[src/rtl/bpc_pkg.sv]
`default_nettype none

package bpc_pkg;

  // Timestamp width; differences wrap modulo 2**TIME_BITS
  localparam int unsigned TIME_BITS = 32;
  // Limit register width
  localparam int unsigned LIMIT_W = 16;
  // Width for compares against double_limit + 2 (needs LIMIT_W + 1 bits)
  localparam int unsigned CMP_W = (TIME_BITS > LIMIT_W + 1) ? TIME_BITS : LIMIT_W + 1;

  // Configuration port widths and register indexes
  localparam int unsigned CFG_IDX_W  = 8;
  localparam int unsigned CFG_DATA_W = 32;
  localparam logic [CFG_IDX_W-1:0] REG_LONG_LIMIT   = 8'd0;
  localparam logic [CFG_IDX_W-1:0] REG_DOUBLE_LIMIT = 8'd1;

  localparam logic [LIMIT_W-1:0] LONG_LIMIT_RST   = 16'd100;
  localparam logic [LIMIT_W-1:0] DOUBLE_LIMIT_RST = 16'd30;

  typedef enum logic [1:0] {
    CLASS_NONE   = 2'd0,
    CLASS_SINGLE = 2'd1,
    CLASS_DOUBLE = 2'd2,
    CLASS_LONG   = 2'd3
  } press_class_e;

  typedef enum logic [1:0] {
    EDGE_NONE = 2'd0,
    EDGE_UP   = 2'd1,
    EDGE_DOWN = 2'd2
  } edge_e;

  // Detector state carried from one sample to the next
  typedef struct packed {
    logic                 cur_level;
    edge_e                last_edge;
    logic                 pending;
    press_class_e         press_class;
    logic [TIME_BITS-1:0] up1;
    logic [TIME_BITS-1:0] down0;
    logic [TIME_BITS-1:0] down1;
  } bpc_state_t;

  // Stream payload widths: input is level plus timestamp, rounded up to whole bytes
  localparam int unsigned IN_DATA_W  = ((TIME_BITS + 1 + 7) / 8) * 8;
  localparam int unsigned OUT_DATA_W = 8;

endpackage

`default_nettype wire

[src/rtl/bpc_rules.sv]
`default_nettype none

// Next-state logic: edge update followed by the four classification rules
module bpc_rules (
  input  var bpc_pkg::bpc_state_t             state_i,
  input  wire logic                           level_i,
  input  wire logic [bpc_pkg::TIME_BITS-1:0]  now_ticks_i,
  input  wire logic [bpc_pkg::LIMIT_W-1:0]    long_limit_i,
  input  wire logic [bpc_pkg::LIMIT_W-1:0]    double_limit_i,
  output bpc_pkg::bpc_state_t                 state_o
);

  logic                          rise, fall;
  logic [bpc_pkg::TIME_BITS-1:0] u1, d0, d1;
  logic [bpc_pkg::TIME_BITS-1:0] d1_u1, t_d1, u1_d0, t_u1, u1_d1;
  logic [bpc_pkg::CMP_W-1:0]     lim_l, lim_d, lim_d2;
  logic [bpc_pkg::CMP_W-1:0]     x_d1_u1, x_t_d1, x_u1_d0, x_t_u1, x_u1_d1;
  logic                          pend1, pend2, hit_single, hit_double, hit_long;

  // Edge detection against the stored sample
  assign rise = ~state_i.cur_level & level_i;
  assign fall = state_i.cur_level & ~level_i;

  assign u1 = rise ? now_ticks_i : state_i.up1;
  assign d0 = fall ? state_i.down1 : state_i.down0;
  assign d1 = fall ? now_ticks_i : state_i.down1;

  // Wrapping differences
  assign d1_u1 = d1 - u1;
  assign t_d1  = now_ticks_i - d1;
  assign u1_d0 = u1 - d0;
  assign t_u1  = now_ticks_i - u1;
  assign u1_d1 = u1 - d1;

  // Zero-extend everything to a common compare width
  assign lim_l   = bpc_pkg::CMP_W'(long_limit_i);
  assign lim_d   = bpc_pkg::CMP_W'(double_limit_i);
  assign lim_d2  = lim_d + bpc_pkg::CMP_W'(2);
  assign x_d1_u1 = bpc_pkg::CMP_W'(d1_u1);
  assign x_t_d1  = bpc_pkg::CMP_W'(t_d1);
  assign x_u1_d0 = bpc_pkg::CMP_W'(u1_d0);
  assign x_t_u1  = bpc_pkg::CMP_W'(t_u1);
  assign x_u1_d1 = bpc_pkg::CMP_W'(u1_d1);

  // Short press seen: release follows press within the long limit
  assign pend1 = state_i.pending | ((d1 > u1) && (x_d1_u1 <= lim_l));

  assign hit_single = pend1 && (x_t_d1 > lim_d) && (u1 < d1) &&
                      (x_u1_d0 > lim_d) && (x_t_d1 < lim_d2);
  assign pend2      = pend1 & ~hit_single;
  assign hit_double = pend2 && (x_t_d1 < lim_d) && (u1 > d1);
  assign hit_long   = (x_t_u1 > lim_l) && (u1 > d1) && (x_u1_d1 > lim_d);

  // Later rules override earlier ones
  always_comb begin
    state_o           = state_i;
    state_o.cur_level = level_i;
    state_o.up1       = u1;
    state_o.down0     = d0;
    state_o.down1     = d1;
    if (rise) begin
      state_o.last_edge = bpc_pkg::EDGE_UP;
    end
    if (fall) begin
      state_o.last_edge = bpc_pkg::EDGE_DOWN;
    end
    state_o.pending = pend1;
    if (hit_single) begin
      state_o.press_class = bpc_pkg::CLASS_SINGLE;
      state_o.pending     = 1'b0;
    end
    if (hit_double) begin
      state_o.press_class = bpc_pkg::CLASS_DOUBLE;
      state_o.pending     = 1'b0;
    end
    if (hit_long) begin
      state_o.press_class = bpc_pkg::CLASS_LONG;
      state_o.pending     = 1'b0;
    end
  end

endmodule

`default_nettype wire

[src/rtl/button_press_classifier_top.sv]
`default_nettype none

// Channel   Direction  Handshake                  Payload
// s_axis    in         s_tvalid_i / s_tready_o    level, now_ticks
// m_axis    out        m_tvalid_o / m_tready_i    press_class, last_edge, pulse_pending
// cfg       in         cfg_valid_i / cfg_ready_o  cfg_index_i, cfg_data_i
//
// One sample per cycle while results are taken; each result appears in the cycle after its request is taken.
// Data path: state register and incoming request -> rule logic (32-bit subtracts
// and compares) -> state and result registers.
// s_tready_o drops only while a result waits and m_tready_i is low (combinational).
// Reset (rst_ni low) restores the limits 100 / 30 and all state but the result data.
// Configuration writes are always taken.
module button_press_classifier_top (
  input  wire logic                             clk_i,
  input  wire logic                             rst_ni,
  input  wire logic                             s_tvalid_i,
  output logic                                  s_tready_o,
  // [0] level, [32:1] now_ticks, [39:33] zero
  input  wire logic [bpc_pkg::IN_DATA_W-1:0]    s_tdata_i,
  output logic                                  m_tvalid_o,
  input  wire logic                             m_tready_i,
  // [1:0] press_class, [3:2] last_edge, [4] pulse_pending, [7:5] zero
  output logic [bpc_pkg::OUT_DATA_W-1:0]        m_tdata_o,
  input  wire logic                             cfg_valid_i,
  output logic                                  cfg_ready_o,
  input  wire logic [bpc_pkg::CFG_IDX_W-1:0]    cfg_index_i,
  input  wire logic [bpc_pkg::CFG_DATA_W-1:0]   cfg_data_i
);

  logic [bpc_pkg::LIMIT_W-1:0] long_limit_q, double_limit_q;
  bpc_pkg::bpc_state_t         state_q, state_d;
  logic                        out_valid_q;
  logic [bpc_pkg::OUT_DATA_W-1:0] out_data_q;
  logic                        in_fire;

  assign cfg_ready_o = 1'b1;
  assign s_tready_o  = ~out_valid_q | m_tready_i;
  assign in_fire     = s_tvalid_i & s_tready_o;

  // Configuration registers
  always_ff @(posedge clk_i or negedge rst_ni) begin
    if (!rst_ni) begin
      long_limit_q   <= bpc_pkg::LONG_LIMIT_RST;
      double_limit_q <= bpc_pkg::DOUBLE_LIMIT_RST;
    end else if (cfg_valid_i) begin
      if (cfg_index_i == bpc_pkg::REG_LONG_LIMIT) begin
        long_limit_q <= cfg_data_i[bpc_pkg::LIMIT_W-1:0];
      end
      if (cfg_index_i == bpc_pkg::REG_DOUBLE_LIMIT) begin
        double_limit_q <= cfg_data_i[bpc_pkg::LIMIT_W-1:0];
      end
    end
  end

  bpc_rules u_rules (
    .state_i        (state_q),
    .level_i        (s_tdata_i[0]),
    .now_ticks_i    (s_tdata_i[bpc_pkg::TIME_BITS:1]),
    .long_limit_i   (long_limit_q),
    .double_limit_i (double_limit_q),
    .state_o        (state_d)
  );

  // Detector state
  always_ff @(posedge clk_i or negedge rst_ni) begin
    if (!rst_ni) begin
      state_q <= '{cur_level: 1'b0, last_edge: bpc_pkg::EDGE_NONE, pending: 1'b0,
                   press_class: bpc_pkg::CLASS_NONE, up1: '0, down0: '0, down1: '0};
    end else if (in_fire) begin
      state_q <= state_d;
    end
  end

  // Result register
  always_ff @(posedge clk_i or negedge rst_ni) begin
    if (!rst_ni) begin
      out_valid_q <= 1'b0;
    end else if (in_fire) begin
      out_valid_q <= 1'b1;
    end else if (m_tready_i) begin
      out_valid_q <= 1'b0;
    end
  end

  always_ff @(posedge clk_i) begin
    if (in_fire) begin
      out_data_q <= {3'b000, state_d.pending, state_d.last_edge, state_d.press_class};
    end
  end

  assign m_tvalid_o = out_valid_q;
  assign m_tdata_o  = out_data_q;

  // Class never returns to none once set
  a_class_sticky: assert property (@(posedge clk_i) disable iff (!rst_ni)
    state_q.press_class != bpc_pkg::CLASS_NONE |=> state_q.press_class != bpc_pkg::CLASS_NONE)
    else $error("press class fell back to none");

  // Any class change clears the pending flag
  a_class_clears_pending: assert property (@(posedge clk_i) disable iff (!rst_ni)
    state_q.press_class != $past(state_q.press_class) |-> !state_q.pending)
    else $error("pending still set after classification");

  // Every accepted request yields a result next cycle
  a_result_follows: assert property (@(posedge clk_i) disable iff (!rst_ni)
    in_fire |=> m_tvalid_o)
    else $error("accepted request produced no result");

  // Input stalls only behind a waiting result
  a_stall_cause: assert property (@(posedge clk_i) disable iff (!rst_ni)
    !s_tready_o |-> (m_tvalid_o && !m_tready_i))
    else $error("input stalled without a blocked result");

endmodule

`default_nettype wire

[config.mk]
export PLATFORM = sky130hd
export DESIGN_NAME = button_press_classifier_top
export DESIGN_NICKNAME = d
export VERILOG_FILES = /design/src/rtl/bpc_pkg.sv /design/src/rtl/bpc_rules.sv /design/src/rtl/button_press_classifier_top.sv
export SDC_FILE = /design/constraint.sdc
export NUM_CORES = 1
export LEC_CHECK = 0
export BUFFER_PORTS_ARGS = -buffer_cell sky130_fd_sc_hd__clkbuf_2
export CAP_MARGIN = 15
export CELL_PAD_IN_SITES_DETAIL_PLACEMENT = 1
export CELL_PAD_IN_SITES_GLOBAL_PLACEMENT = 1
export CORE_UTILIZATION = 40
export CTS_CLUSTER_DIAMETER = 120
export DETAILED_ROUTE_END_ITERATION = 10
export PLACE_DENSITY_LB_ADDON = 0.25
export SLEW_MARGIN = 20
export SYNTH_ARGS = -nofsm -noshare
export SYNTH_HDL_FRONTEND = slang
export SYNTH_SLANG_ARGS = --single-unit
[constraint.sdc]
create_clock -name clk_i -period 5.9 [get_ports clk_i]
set_input_delay 1.18 -clock clk_i [delete_from_list [all_inputs] [get_ports clk_i]]
set_output_delay 1.18 -clock clk_i [all_outputs]
set_load 0.02 [all_outputs]
==> results of run 1 <==
## through the flow
step                hold slack (ns)  cell area [um^2]
global route                  0.503             26800
global placement              0.459             25100
floorplan                     0.446             19300
detailed placement            0.470             25100
CTS                           0.484             26500
finish                        0.486             26800
## metal layers
metal | global-route usage | routed length, um | share of wire
met1 | 0.444 | 38400 | 0.39
met2 | 0.653 | 45000 | 0.46
met3 | 0.0656 | 5610 | 0.058
met4 | 0.293 | 8290 | 0.085
met5 | 0 | 46 | 0.00047
## cell usage in the layout (no fill, tap or decap), drive strengths merged, types with 33 or more instances in the layout
cell	count
a211oi	33
o21ai	234
nand4	49
a21o	74
buf	745
clkbuf	90
mux2i	100
ha	244
nor3	49
inv	144
xnor2	93
nand3	48
nand2	268
xor2	42
a21oi	214
nor2	129
dfrtp	128
## final cells by class
class                   count  share of cell area
well taps                 607              0.0284
inverters                 142              0.0199
clock inverters             9             0.00416
diodes                      1           0.0000934
repair buffers            812               0.228
multi-input cells        2024               0.570
clock buffers              23              0.0178
flip-flops and latches    140               0.132
## synthesized netlist by cell type (14+ instances only)
cell,number
dfrtp_1,128
clkbuf_1,77
o21ai_0,232
mux2i_1,99
or3_1,15
a31oi_1,26
mux2_2,21
ha_1,244
xor2_1,42
a21o_1,74
nor2b_1,18
nand2_1,268
buf_1,17
a211oi_1,32
nor2_1,128
o211ai_1,23
o21bai_1,16
o21a_1,30
nand2b_1,21
xnor2_1,93
nand4_1,49
and3_1,19
o31ai_1,14
a21oi_1,213
inv_1,140
nor3_1,49
nand3_1,48
buf_2,18
## critical path: cells and delay by family
family	cells	cell delay [ns]
simple gates	8	1.87
buf+inv	8	1.20
compound gates	7	1.26
mux	1	0.31
fa+ha+maj	2	0.61
xor+xnor	1	0.11
## how the worst max path moves through the flow
stage | slack [ns] | depth (start not counted) | start | end
final | -0.42 | 27 | s_tdata_i[0] | m_tdata_o[0]
after floorplan | -0.06 | 27 | s_tdata_i[0] | m_tdata_o[1]
after CTS | -0.13 | 30 | s_tdata_i[0] | state_q[98]
after detailed placement | -0.96 | 25 | s_tdata_i[0] | m_tdata_o[0]
after global routing | -0.57 | 26 | s_tdata_i[0] | m_tdata_o[0]
after global placement | -0.86 | 26 | s_tdata_i[0] | m_tdata_o[1]
## kinds of logic after synthesis
family / Yosys count
compound gates: 816
simple gates: 693
buf+inv: 265
fa+ha+maj: 254
flops: 140
xor+xnor: 135
mux: 122
other cells: 2
## flip-flops by register name, summed over array words and instances (netlist names)
register        flops
long_limit_q       16
double_limit_q     16
state_q           102
m_tvalid_o          1
m_tdata_o           5
## report_power, final
part | internal [mW] | switching [mW] | total, mW
clock network | 0.656 | 0.498 | 1.15
registers | 1.17 | 0.177 | 1.35
logic | 5.05 | 6.07 | 11.1
## timing repair
item,4_1_cts,5_1_grt
setup buffers,27,14
gates resized for setup,115,36
setup endpoints to repair,6,6
pin swaps,47,35
==> impl_metrics.csv, run 1 <==
group,metric,value,unit
run_status,status,"finished, violations left",
run_status,violations,"setup timing",
cells_and_area,drive_gt1_frac,0.333,
synth,synthArstFlopShare,0.964,
floorplanning,die_y,219,um
place,post-place-ws,-0.957,ns
pwr,power_density,508,nW/um^2
min_path,holdPathEnd,"state_q[47]",
place,dp.cells,3684,
cells_and_area,syn2layout_area_growth,42.1,%
floorplanning,dieArea,48000,um^2
synth,synth-xor-area-share,0.0627,
pwr,p_leak,12.9,nW
place,portBuffers,68,
global_routing,grt_pass1_wl,141000,um
global_routing,grt_max_degree,102,
sta,rsz0062_at_grt,"yes",
sta,max_slew_margin,0.269,
synth,synth_compound_area_frac,0.278,
synth,syn_area,18800,um^2
pwr,ir_worst_vdd,286,uV
routing,drtPass1Iterations,5,
critical_path,critPathMaxStageDelay,0.45,ns
synth,synth.top_cells.by_area,"dfrtp_1 17%, ha_1 16%, o21ai_0 6.2%",
synth,avgSynthCellArea,7.77,um^2
sta,finalSetupViolCount,6,
floorplanning,fp.dieW,219,um
routing,drc,0,
synth,synth_top_family_by_area,"compound AO/OA/AOI/OAI gates",
critical_path,critPathKind,"input port to register",
synth,netlist.area_leader.share,0.170,
min_path,min_path_type,"register to register",
clock_tree,root_buffer,"clkbuf_16",
critical_path,worstReg2RegEnd,"state_q[98]",
synth,ys_warn_count,0,
routing,avgRoutedWirePerCell,25.9,um
clock_tree,clkTransAtPathRegs,0.06,ns
sta,skew,0.0159,ns
critical_path,crit_path_top_delay_cell,"or4_4",
routing,ant_nets,0,
sta,max_freq,158,MHz
clock_tree,hold_buffers,0,
synth,ys_ff_latch,140,
sta,period_needed,6.32,ns
floorplanning,num_rows,79,
synth,ys_seq_area_frac,0.188,
global_routing,grt_usage,0.390,
clock_tree,cts_buffers,17,
critical_path,worstSetupStartpointType,"input port",
cells_and_area,fin_cells,3758,
cells_and_area,multiInputGateArea,15300,um^2
sta,final_hold_viol_count,0,
critical_path,r2r-start,"state_q[101]",
global_routing,antenna_found_initial,4,
clock_tree,ctsHtreeMaxLevel,4,
cells_and_area,fin_nets,3471,
synth,yosysUniqueCellTypes,95,
sta,tightest_slew,1.09,ns
run,cap_violations,0,
routing,first_iter_violations,1475,
sta,fin_ws,-0.419,ns
synth,synth-edff-count,5,
floorplanning,start_util,0.405,
critical_path,critPathMaxFanout,5,
floorplanning,core,46600,um^2
clock_tree,cts_tree,"built",
routing,num_vias,22900,
sta,slew_viol_final,0,
cells_and_area,fill_cells,5659,
pwr,power,13.6,mW
min_path,min_from,"state_q[47]",
routing,wirelength,97300,um
min_path,holdPathStages,2,
critical_path,required,6.14,ns
sta,setup_tns,-2.25,ns
clock_tree,cts_max_path_buffers,2,
floorplanning,io_pins,96,
synth,synth-simple-area-share,0.177,
cells_and_area,seq_area,3540,um^2
critical_path,crit_arrival,6.56,ns
critical_path,reg2reg_depth,26,
critical_path,cp-end-kind,"register",
global_routing,grt.overflow.total,0,
critical_path,path_common_cell,"buf_4",
global_routing,grt_pass1_vias,24100,
clock_tree,clk_latency,0.50,ns
routing,routed_via_density,6.09,
synth,muxShareOfSynthArea,0.0671,
critical_path,r2r_setup_slack,-0.24,ns
synth,syn_inst,2427,
place,hpwl,73900,um
synth,yosys.area.top_type,"dfrtp_1",
place,place_congestion,0.961,
sta,period_share,1.07,
clock_tree,numClockSinks,140,
synth,synth_fa_ha_area_frac,0.170,
synth,synth_flop_cell,"dfrtp_1",
cells_and_area,utilization,0.575,
(Power assumes the default switching activity.)
==> run 2: changes to the inputs <==
Settings changed: CORE_MARGIN set to 3, MAX_ROUTING_LAYER set to met4, SYNTH_HIERARCHICAL set to 1.
==> run 2 against run 1 <==
Compared with the run above: the run still ends with setup timing left; synthesized area up 2.7%; routed wire length up 16%; via count up 9.2%; register-to-register slack worse by 0.44 ns; final cell count up 4.0%; design area up 7.1%; worst hold slack better by 0.026 ns; fmax down 5.6%; core utilization up 3.3 points; global-route usage up 2.9 points; critical path depth down 2; worst setup slack worse by 0.37 ns; highest routed layer is now met4.
==> impl_metrics.csv, run 2 <==
group,metric,value,unit
run_status,violations,"setup timing",
critical_path,critPathKind,"input port to register",
clock_tree,hold_buffers,0,
synth,synth-edff-count,5,
critical_path,cp_num_buf_inv,4,
clock_tree,numClockSinks,140,
cells_and_area,syn2layout_area_growth,48.3,%
sta,finalSetupViolCount,6,
critical_path,worstSetupStartpointType,"input port",
synth,synth_flop_cell,"dfrtp_1",
sta,period_share,1.13,
synth,netlist.area_leader.share,0.166,
cells_and_area,reg.largest.list,"state_q (102), double_limit_q (16), long_limit_q (16)",
synth,ys_warn_count,6,
floorplanning,dieArea,51000,um^2
cells_and_area,fill_cells,5634,
sta,tightest_slew,0.990,ns
cells_and_area,final_cell_mix,"881 x buf_4, 219 x ha_1, 209 x nand2_1",
cells_and_area,seq_area,3540,um^2
clock_tree,clk_latency,0.52,ns
global_routing,antenna_found_initial,5,
clock_tree,cts_buffers,17,
global_routing,grt.overflow.total,0,
floorplanning,io_pins,96,
routing,drc,0,
sta,final_hold_viol_count,0,
run,cap_violations,0,
global_routing,grt_pass1_vias,25900,
routing,num_vias,25000,
clock_tree,ctsHtreeMaxLevel,4,
cells_and_area,largest_reg_flops,102,
cells_and_area,multiInputGateArea,15800,um^2
synth,yosysMostFrequentCell,"ha_1",
sta,setup_tns,-3.88,ns
place,hpwl,76100,um
routing,first_iter_violations,2857,
clock_tree,clkTransAtPathRegs,0.06,ns
run_status,status,"finished, violations left",
routing,drtPass1Iterations,6,
synth,yosys.area.top_type,"dfrtp_1",
floorplanning,die_y,226,um
floorplanning,start_util,0.410,
place,portBuffers,68,
synth,synth.top_cells.by_area,"dfrtp_1 17%, ha_1 15%, mux2_2 7.7%",
sta,period_needed,6.69,ns
routing,wirelength,112000,um
routing,avgRoutedWirePerCell,28.8,um
synth,yosysUniqueCellTypes,100,
global_routing,grt_pass1_wl,157000,um
critical_path,crit_arrival,7.07,ns
min_path,min_path_type,"register to register",
clock_tree,cts_tree,"built",
sta,fin_ws,-0.794,ns
clock_tree,cts_max_path_buffers,2,
global_routing,grt_max_degree,86,
cells_and_area,drive_gt1_frac,0.409,
sta,rsz0062_at_grt,"yes",
floorplanning,fp.dieW,226,um
sta,skew,0.0270,ns
critical_path,critPathMaxStageDelay,0.57,ns
critical_path,critPathMaxFanout,6,
clock_tree,root_buffer,"clkbuf_16",
cells_and_area,top_register,"state_q",
cells_and_area,fin_nets,3610,
synth,synthTopCellsByCount,"239 x ha_1, 223 x nand2_1, 202 x a21oi_1",
floorplanning,num_rows,79,
place,place_congestion,0.986,
sta,max_slew_margin,0.340,
synth,syn_inst,2401,
synth,synthArstFlopShare,0.964,
floorplanning,core,47100,um^2
routing,routed_via_density,6.39,
critical_path,cp_top_family,"compound AO/OA/AOI/OAI gates",
critical_path,required,6.28,ns
synth,syn_area,19300,um^2
global_routing,grt_usage,0.419,
sta,max_freq,149,MHz
routing,ant_nets,0,
critical_path,cp-end-kind,"register",
synth,ys_ff_latch,140,
critical_path,crit_path_top_delay_cell,"or4_4",
sta,slew_viol_final,0,
synth,avgSynthCellArea,8.06,um^2
cells_and_area,layout_commonest_cell,"buf_4",
synth,ys_seq_area_frac,0.183,
run 2: cell types whose count changed after synthesis, sizes merged, moves of 18 or more:
cell | before | now
mux2 | 22 | 143
nand2 | 268 | 224
o21ai | 234 | 128
inv | 142 | 184
mux2i | 100 | 80
nor3 | 49 | 31
run 2: repair_timing:
action / 4_1_cts / 5_1_grt
endpoints found under the setup margin: 6 / 7
pin swaps: 55 / 20
buffers inserted: 112 / 17
gates resized for setup: 161 / 65
gates cloned: 1 / 0
run 2: cell families (layout without fill, tap and decap cells):
family                   Yosys count  in the layout  synth area share
XOR/XNOR                         135            135            0.0615
AND/OR/NAND/NOR                  657            658             0.166
adder cells (fa/ha/maj)          248            248             0.162
buffers and inverters            298           1188            0.0621
multiplexers                     223            223             0.127
other                              2             10          0.000388
AO/OA/AOI/OAI                    698            698             0.238
flip-flops                       140            140             0.183
run 2: worst paths after layout:
path                               from               to  slack, ns  cells after the start
setup / recovery           s_tdata_i[0]      state_q[96]      -0.79                     25
hold / removal              state_q[42]      state_q[42]       0.51                      1
setup reg to reg           state_q[101]      state_q[96]      -0.68                     24
hold reg to reg             state_q[42]      state_q[42]       0.51                      1
max in group asynchronous        rst_ni      state_q[91]       3.89                      2
min in group asynchronous        rst_ni  long_limit_q[7]       0.73                      1
run 2: through the flow:
| step | area, um^2 | utilization | worst slack (ns) | cells | hold slack [ns] |
|---|---|---|---|---|---|
| 4_1_cts | 28300 | 0.599 | -0.275 | 3890 | 0.510 |
| 6_report | 28700 | 0.608 | -0.794 | 3907 | 0.512 |
| 2_1_floorplan | 19500 | - | -0.640 | 2403 | 0.474 |
| 3_5_place_dp | 26000 | 0.551 | -1.47 | 3746 | 0.493 |
| 3_3_place_gp | 26000 | 0.551 | -1.23 | 3746 | 0.485 |
| 5_1_grt | 28700 | 0.608 | -0.898 | 3906 | 0.519 |
run 2: layer usage:
| metal | global-route usage | share of wire | vias to the layer above |
|---|---|---|---|
| met3 | 0.0884 | 0.098 | 611 |
| met1 | 0.515 | 0.39 | 12300 |
| met2 | 0.664 | 0.45 | 1566 |
| li1 | - | - | 10500 |
| met5 | - | 0 | - |
| met4 | 0.183 | 0.066 | 0 |
run 2: layout make-up:
class / instances / area share
antenna: 6 / 0.000523
clock buffer: 20 / 0.0163
clock inverter: 12 / 0.00397
inverter: 184 / 0.0243
multi-input combinational: 1966 / 0.550
sequential: 140 / 0.123
tap: 607 / 0.0265
timing repair buffer: 972 / 0.255
Power of run 2 is not shown: default switching activity piles up to over one toggle a cycle in this logic, so the estimate is an artifact.
